## config.mk

```make
export PLATFORM = sky130hd
export DESIGN_NAME = dmeq_cell
export DESIGN_NICKNAME = d
export VERILOG_FILES = /design/src/hdl/dmeq_pkg.sv /design/src/hdl/dmeq_cell.sv
export SDC_FILE = /design/constraint.sdc
export NUM_CORES = 1
export LEC_CHECK = 0
export BUFFER_PORTS_ARGS = -buffer_cell sky130_fd_sc_hd__buf_2
export CORE_MARGIN = 2
export CORE_UTILIZATION = 44
export CTS_CLUSTER_SIZE = 12
export DETAILED_ROUTE_END_ITERATION = 10
export PLACE_DENSITY_LB_ADDON = 0.15
export SLEW_MARGIN = 0
export SYNTH_ARGS = -nofsm -noshare
export SYNTH_HDL_FRONTEND = slang
export SYNTH_SLANG_ARGS = --single-unit
```

## constraint.sdc

```tcl
create_clock -name i_clk -period 2.6 [get_ports i_clk]
set_input_delay 0.52 -clock i_clk [delete_from_list [all_inputs] [get_ports i_clk]]
set_output_delay 0.52 -clock i_clk [all_outputs]
set_load 0.005 [all_outputs]
```

## src/hdl/dmeq_pkg.sv

```systemverilog
// ----------------------------------------------------------------------------
// dmeq_pkg: shared types and constants of the dual mode event queue
// Word layouts, command and mode codes, and the per-cell operation code.
// ----------------------------------------------------------------------------
package dmeq_pkg;

    localparam int DEPTH_DEF = 64;
    localparam int KEY_W     = 32;
    localparam int KIND_W    = 4;
    localparam int OWNER_W   = 8;
    localparam int OCC_W     = 7;

    localparam logic CMD_INSERT    = 1'b0;
    localparam logic CMD_REMOVE    = 1'b1;
    localparam logic MODE_FCFS     = 1'b0;
    localparam logic MODE_PRIORITY = 1'b1;

    typedef struct packed {
        logic               cmd;
        logic [KEY_W-1:0]   event_key;
        logic [KIND_W-1:0]  event_kind;
        logic [OWNER_W-1:0] owner_id;
    } t_in_word;

    typedef struct packed {
        logic               out_valid;
        logic [KEY_W-1:0]   out_key;
        logic [KIND_W-1:0]  out_kind;
        logic [OWNER_W-1:0] out_owner;
        logic               is_empty;
        logic [OCC_W-1:0]   occupancy;
        logic               dropped;
    } t_out_word;

    typedef struct packed {
        logic [KEY_W-1:0]   key;
        logic [KIND_W-1:0]  kind;
        logic [OWNER_W-1:0] owner;
    } t_entry;

    typedef enum logic [1:0] {
        CELL_HOLD,
        CELL_LOAD_NEW,
        CELL_FROM_LEFT,
        CELL_FROM_RIGHT
    } t_cell_op;

endpackage

```

## src/hdl/dmeq_cell.sv

```systemverilog
// ----------------------------------------------------------------------------
// dmeq_cell: one queue slot
// Holds one entry and its valid flag; loads the new entry, takes its left
// neighbor (shift toward the rear) or its right neighbor (shift to front).
// ----------------------------------------------------------------------------
module dmeq_cell (
    input  logic              i_clk,
    input  logic              i_rst_n,
    input  dmeq_pkg::t_cell_op i_op,
    input  dmeq_pkg::t_entry  i_new,
    input  dmeq_pkg::t_entry  i_left,
    input  logic              i_left_valid,
    input  dmeq_pkg::t_entry  i_right,
    input  logic              i_right_valid,
    output dmeq_pkg::t_entry  o_entry,
    output logic              o_valid,
    output logic              o_gt
);

    dmeq_pkg::t_entry r_entry;
    dmeq_pkg::t_entry n_entry;
    logic             r_valid;
    logic             n_valid;

    always_comb begin
        n_entry = r_entry;
        n_valid = r_valid;
        case (i_op)
            dmeq_pkg::CELL_HOLD: begin
                n_entry = r_entry;
                n_valid = r_valid;
            end
            dmeq_pkg::CELL_LOAD_NEW: begin
                n_entry = i_new;
                n_valid = 1'b1;
            end
            dmeq_pkg::CELL_FROM_LEFT: begin
                n_entry = i_left;
                n_valid = i_left_valid;
            end
            dmeq_pkg::CELL_FROM_RIGHT: begin
                n_entry = i_right;
                n_valid = i_right_valid;
            end
            default: begin
                n_entry = r_entry;
                n_valid = r_valid;
            end
        endcase
    end

    always_ff @(posedge i_clk) begin
        if (!i_rst_n) begin
            r_valid <= 1'b0;
        end else begin
            r_valid <= n_valid;
        end
    end

    always_ff @(posedge i_clk) begin
        r_entry <= n_entry;
    end

    assign o_entry = r_entry;
    assign o_valid = r_valid;
    assign o_gt    = r_valid && (r_entry.key > i_new.key);

endmodule

```

==> out/qor.txt, run 1 <==
Outcome -> finished clean
Diodes inserted -> 0
Area share of the largest cell type after synthesis -> 43.08%
Fillcell total -> 610
GR Util All Layers -> 19.71%
Multi-input combinational cell area -> 1583 µm²
Crit Path Category -> reg -> out
Die Wd -> 87.49 µm
Hold depth -> 3
Met2 GRT Util -> 35.88%
Peak VDD IR -> 0.2486 mV
Clock root buffer -> clkbuf_8
Final wirelength -> 7.798 mm
CP endpoint kind -> output port
Main area contributors after synthesis -> edfxtp_1 43%, mux2i_1 15%, ha_1 13%, a21oi_1 9.5%, nor2_1 5.6%
Post-Syn Instances -> 309
# IOs -> 184
Largest net degree at the start of global routing -> 90
Core area -> 6756 µm²
Tightest Pin Transition -> 0.8507 ns
Mux share of post-synthesis cell area -> 14.69%
Die area -> 7654 µm²
Max Cap Viol -> 0
Antenna violations before repair -> 0
P&R area growth vs syn -> 37.45%
Max Fclk -> 387.9 MHz
Ys flop type -> edfxtp_1
Register Area -> 1341 µm²
Slew Limit Fails -> 0
Post-synth EDFFs -> 44
Fin crit share -> 99.16%
Residual DRC -> 0
Unrepaired setup endpoints after global routing -> true
Share of post-route cells with drive strength above 1 -> 41.34%
CP arrival -> 2.06 ns
Clock buffer depth -> 2
Sequential element share of the synthesized area -> 43.74%
CP required -> 2.08 ns
Fin. Hold Viols -> 0
Post-Route Skew -> 0 ns
Reg2reg path depth -> 2
Final Power -> 0.002017 W
H-Tree Depth -> 2
Dpl hpwl -> 6.047 mm
Worst min-delay path class -> in -> reg
First-pass GRT wire length -> 11.85 mm
Simple-Gate Fraction of Synth Area -> 9.710%
Hold_buf cts -> 0
Compound-gate portion of the synthesized area -> 12.44%
Nets -> 660
Cell with the most instances after synthesis -> a21oi_1
Clock transition at path regs -> 0.09 ns
Synth unique cells -> 25
Post-synthesis average cell area -> 9.925 µm²
Die height -> 87.49 µm
Standard-cell rows -> 30
Worst hold path startpoint -> i_rst_n
Vias -> 2881
Worst skew pair latency -> 0.29 ns
1st-pass router iterations -> 4
PortBufs -> 183
Total negative slack -> 0 ns
Worst Setup Start Kind -> register
DRT iter0 DRCs -> 92
Routed Antenna Nets -> 0
Most frequent cells after synthesis -> 58 x a21oi_1, 46 x nor2_1, 45 x mux2i_1, 44 x edfxtp_1
Hold Crit Endpoint -> o_valid
Pleak -> 2.176 nW
Met1 usage -> 22.89%
YS warnings -> 0
GP Congestion -> 0.8134
Post-CTS Setup Repair Bufs -> 0
Post-synth top area cell -> edfxtp_1
Wirelength per Cell -> 13.66 µm
Launch point of the worst reg-to-reg path -> o_valid
Final setup fails -> 0
Area share of fa/ha/maj cells after synthesis -> 13.06%
Min Tclk post-route -> 2.578 ns
Syn nets -> 479
Mapped Area -> 3067 µm²
Synth Area in XOR/XNOR -> 0%
Initial core utilization -> 45.39%
Synthesized flop and latch total -> 45
CTS sink cnt -> 45
Main combinational cell family by area after synthesis -> multiplexers
CP Max Fanout -> 2
Busiest metal layer after global routing -> met2
Vias in the first global route -> 2708
Power per cell area -> 478.5 nW/µm²
Met3 GRT Util -> 4.834%
Slew headroom -> 43.29%
Asr flop ratio synth -> 0%
Reg-to-reg slack, setup -> 1.93 ns
Final hold slack -> 0.4734 ns
CTS tree -> built
Vias/cell -> 5.046
R2r endpoint -> o_valid
TritonCTS Buffers -> 5
GR Overflow Total -> 0
[per-stage QoR]
step / area, µm² / util, % / instances / setup WS, ns
final: 4215 / 62.39 / 571 / 0.02180
after global routing: 4215 / 62.39 / 571 / -0.1210
after CTS: 4215 / 62.39 / 571 / 0.004813
after detailed placement: 4053 / 59.98 / 563 / 0.005745
after global placement: 4053 / 59.98 / 563 / 0.01057
after floorplan: 3067 / - / 309 / 0.3417
[power breakdown]
part | leakage [nW] | internal (W) | switching, W
clock | 0.0518 | 0.000283 | 0.000254
combinational | 1.67 | 0.000273 | 0.000268
sequential | 0.452 | 0.000896 | 0.0000427
total | 2.18 | 0.00145 | 0.000564
[cell families after synthesis]
kind of cell               Yosys count
muxes                               45
adders and majority gates           32
AOI/OAI and AO/OA                   70
and+or+nand+nor                     70
DFF                                 45
buffers and inverters               47
[cells in the final DEF (no fill, tap or decap)]
cell,instances
or2_2,1
o311ai_1,1
o21ai_0,1
nor2_1,46
nor2b_1,1
a2111oi_2,1
a21o_1,3
ha_1,29
mux2i_1,45
a211oi_1,1
clkbuf_8,5
a221o_1,2
edfxtp_1,44
nand4_1,7
nor3_2,2
clkinv_1,1
dfxtp_1,1
o211ai_1,1
a21oi_1,58
nand3_1,6
buf_2,183
o21ai_1,2
nor4_1,1
buf_4,6
bufinv_16,1
ha_4,3
nand2_1,6
clkinvlp_4,1
inv_1,32
[worst max path at each step]
stage	startpoint	to	depth (start not counted)
floorplan	i_new[26]	o_gt	7
global placement	i_new[42]	o_gt	9
detailed placement	i_new[25]	o_gt	9
CTS	o_entry[24]	o_gt	7
global route	o_entry[27]	o_gt	6
finish	o_entry[17]	o_gt	7
[flip-flops by register name, summed over array words and instances, names as in the netlist]
register  count
o_valid       1
o_entry      44
[routing by layer]
layer / part of all wire (%) / wire length [µm]
met5: 0 / 0
met4: 0.56 / 44
met3: 7.5 / 588
met2: 51 / 3969
met1: 41 / 3194
[cell type report]
class	instances	area share, %
tap	80	2.375
clock inverter	3	0.9795
multi-input combinational	217	37.55
timing repair buffer	189	22.80
inverter	32	2.850
sequential	45	31.82
clock buffer	5	1.633
[repair_timing]
action / CTS / global route
pin swaps: 7 / 0
setup endpoints to repair: 1 / 1
resized for setup: 7 / 0
[worst max-delay path, cell delays in order (launching register included)]
cell      delay (ns)
edfxtp_1        0.40
ha_1            0.31
a21oi_1         0.17
o21ai_1         0.09
a221o_1         0.33
o311ai_1        0.23
a21oi_1         0.10
buf_2           0.14
Note: power is estimated with default switching activity, not from simulation.
==> run 2: changes to the inputs <==
--- a/config.mk
+++ b/config.mk
@@ -7,10 +7,12 @@
 export LEC_CHECK = 0
 export BUFFER_PORTS_ARGS = -buffer_cell sky130_fd_sc_hd__buf_2
 export CORE_MARGIN = 2
-export CORE_UTILIZATION = 44
+export CORE_UTILIZATION = 45
+export CTS_BUF_LIST = sky130_fd_sc_hd__clkbuf_4 sky130_fd_sc_hd__clkbuf_8
 export CTS_CLUSTER_SIZE = 12
 export DETAILED_ROUTE_END_ITERATION = 10
 export PLACE_DENSITY_LB_ADDON = 0.15
+export REMOVE_ABC_BUFFERS = 1
 export SLEW_MARGIN = 0
 export SYNTH_ARGS = -nofsm -noshare
 export SYNTH_HDL_FRONTEND = slang
==> out/qor.txt, run 2 (same netlist as run 1, synthesis figures left out) <==
Vias -> 2893 (was 2881)
Routed Antenna Nets -> 0 (unchanged)
Sw Ratio -> 28.12% (was 27.97%)
Clock buffer depth -> 2 (unchanged)
Met3 WL post-DR -> 621 µm (was 588 µm)
Clock transition at path regs -> 0.09 ns (about the same)
Residual DRC -> 0 (unchanged)
Psw -> 0.0005546 W (was 0.0005642 W)
Peak VDD IR -> 0.2252 mV (was 0.2486 mV)
GR Overflow Total -> 0 (unchanged)
Fin. Hold Viols -> 0 (unchanged)
Worst Setup Start Kind -> register (unchanged)
Fin crit share -> 98.66% (was 99.16%)
Multi-input combinational cell area -> 1633 µm² (was 1583 µm²)
P&R area growth vs syn -> 38.43% (was 37.45%)
Die height -> 86.55 µm (was 87.49 µm)
PortBufs -> 183 (unchanged)
# IOs -> 184 (unchanged)
Worst min-delay path class -> in -> reg (unchanged)
Power per cell area -> 464.6 nW/µm² (was 478.5 nW/µm²)
Seq pwr share -> 47.7% (was 46.6%)
Initial core utilization -> 45.90% (was 45.39%)
TritonCTS Buffers -> 5 (unchanged)
Nets -> 659 (was 660)
Pre-CTS setup slack -> -0.002932 ns (was 0.005745 ns)
CP Max Fanout -> 4 (was 2)
Cell internal pwr -> 0.001418 W (was 0.001453 W)
GR Util All Layers -> 20.17% (was 19.71%)
Hold depth -> 3 (unchanged)
Clock power frac -> 24.4% (was 26.6%)
DR WL met2 -> 3.816 mm (was 3.969 mm)
Unrepaired setup endpoints after global routing -> true (unchanged)
GP Congestion -> 0.7920 (was 0.8134)
Launch point of the worst reg-to-reg path -> o_valid (unchanged)
CP arrival -> 2.05 ns (was 2.06 ns)
Reg2reg path depth -> 2 (unchanged)
Top Metal Used -> met5 (was met4)
Share of post-route cells with drive strength above 1 -> 42.24% (was 41.34%)
Wirelength per Cell -> 13.68 µm (was 13.66 µm)
DRT iter0 DRCs -> 75 (was 92)
CTS tree -> built (unchanged)
Antenna violations before repair -> 1 (was 0)
Fillcell total -> 594 (was 610)
CP endpoint kind -> output port (unchanged)
Most common cell after layout, fill and taps aside -> buf_2 (unchanged)
H-Tree Depth -> 2 (unchanged)
Largest net degree at the start of global routing -> 90 (unchanged)
CP required -> 2.08 ns (about the same)
Core area -> 6681 µm² (was 6756 µm²)
R2r endpoint -> o_valid (unchanged)
Logic gate share of total power -> 27.9% (was 26.8%)
Final Power -> 0.001972 W (was 0.002017 W)
Standard-cell rows -> 30 (unchanged)
Die Wd -> 86.55 µm (was 87.49 µm)
Min Tclk post-route -> 2.565 ns (was 2.578 ns)
Worst skew pair latency -> 0.29 ns (about the same)
Worst Setup Slack, final -> 0.03488 ns (was 0.02180 ns)
Clock root buffer -> clkbuf_8 (unchanged)
Max FFs per register -> 44 (unchanged)
Vias/cell -> 5.075 (was 5.046)
Final setup fails -> 0 (unchanged)
First-pass GRT wire length -> 12.02 mm (was 11.85 mm)
Reg-to-reg slack, setup -> 1.91 ns (was 1.93 ns)
Register Area -> 1341 µm² (unchanged)
1st-pass router iterations -> 4 (unchanged)
Worst hold path startpoint -> i_rst_n (unchanged)
Crit. Startpoint -> o_entry[27] (was o_entry[17])
CTS sink cnt -> 45 (unchanged)
Max Fclk -> 389.8 MHz (was 387.9 MHz)
Tightest Pin Transition -> 1.127 ns (was 0.8507 ns)
Max Cap Viol -> 0 (unchanged)
Hold Crit Endpoint -> o_valid (unchanged)
Dpl hpwl -> 5.862 mm (was 6.047 mm)
Diodes inserted -> 0 (unchanged)
Slew headroom -> 24.83% (was 43.29%)
Crit Path Category -> reg -> out (unchanged)
Outcome -> finished clean (unchanged)
Die area -> 7491 µm² (was 7654 µm²)
Slew Limit Fails -> 0 (unchanged)
Vias in the first global route -> 2631 (was 2708)
Post-Route Skew -> 0 ns (unchanged)
Most frequent cells in the layout -> 183 x buf_2, 58 x a21oi_1, 46 x nor2_1, 45 x mux2i_1, 44 x edfxtp_1 (unchanged)
Wl on met1 -> 3.286 mm (was 3.194 mm)
Pleak -> 2.172 nW (was 2.176 nW)
Final wirelength -> 7.797 mm (was 7.798 mm)
[run 2: cell types whose count changed in the layout (fill, tap and decap cells not counted)]
cell	delta
clkinvlp_4	-1
buf_4	-1
ha_1	-4
ha_4	+4
clkbuf_4	+2
clkinv_1	-1
bufinv_16	-1
clkbuf_8	+1
[run 2: metrics by stage]
step           util, %  instances  cell area (µm²)  hold slack (ns)   TNS [ns]
2_1_floorplan        -        294             2992           0.5201          0
3_3_place_gp     60.32        560             4030           0.5545          0
3_5_place_dp     60.32        560             4030           0.5763  -0.002932
4_1_cts          62.15        568             4153           0.4649          0
5_1_grt          63.54        570             4245           0.4866   -0.05832
6_report         63.54        570             4245           0.4736          0
[run 2: per-layer routing]
layer / vias up / track usage, %
met2: 110 / 34.62
met1: 1292 / 24.74
li1: 1483 / -
met3: 6 / 6.190
met4: 2 / 5.114
met5: - / 0
[run 2: worst max-delay path by stage]
| stage | slack [ns] | cells after the start | to |
|---|---|---|---|
| after detailed placement | -0.003 | 9 | o_gt |
| after CTS | 0.007 | 6 | o_gt |
| after floorplan | 0.34 | 7 | o_gt |
| final | 0.03 | 7 | o_gt |
| after global placement | 0.03 | 9 | o_gt |
| after global routing | -0.06 | 7 | o_gt |
[run 2: power groups by stage]
stage	Clock (W)	Combinational [W]	Sequential [W]
finish	0.000481	0.000550	0.000941
global route	0.000515	0.000627	0.000953
CTS	0.000496	0.000536	0.000938
detailed placement	0	0.000527	0.000953
global placement	0	0.000512	0.000948
floorplan	0	0.000229	0.000960
[run 2: final cells by class]
class	instances	area share (%)
Multi-Input combinational cell	217	38.46
Sequential cell	45	31.59
Timing Repair Buffer	188	22.46
Inverter	32	2.829
Tap cell	80	2.358
Clock buffer	8	2.299
[run 2: timing repair]
item,in CTS,in global routing
endpoints found under the setup margin,1,1
hold buffers,0,0
setup buffers,0,2
resized for setup,2,9
pin swaps,1,3
[run 2: worst max-delay path, stage by stage (launching register included)]
cell	delay, ns
edfxtp_1	0.44
ha_4	0.24
nand4_1	0.18
nor2_1	0.07
a221o_1	0.31
o311ai_1	0.25
a21oi_1	0.10
buf_2	0.15
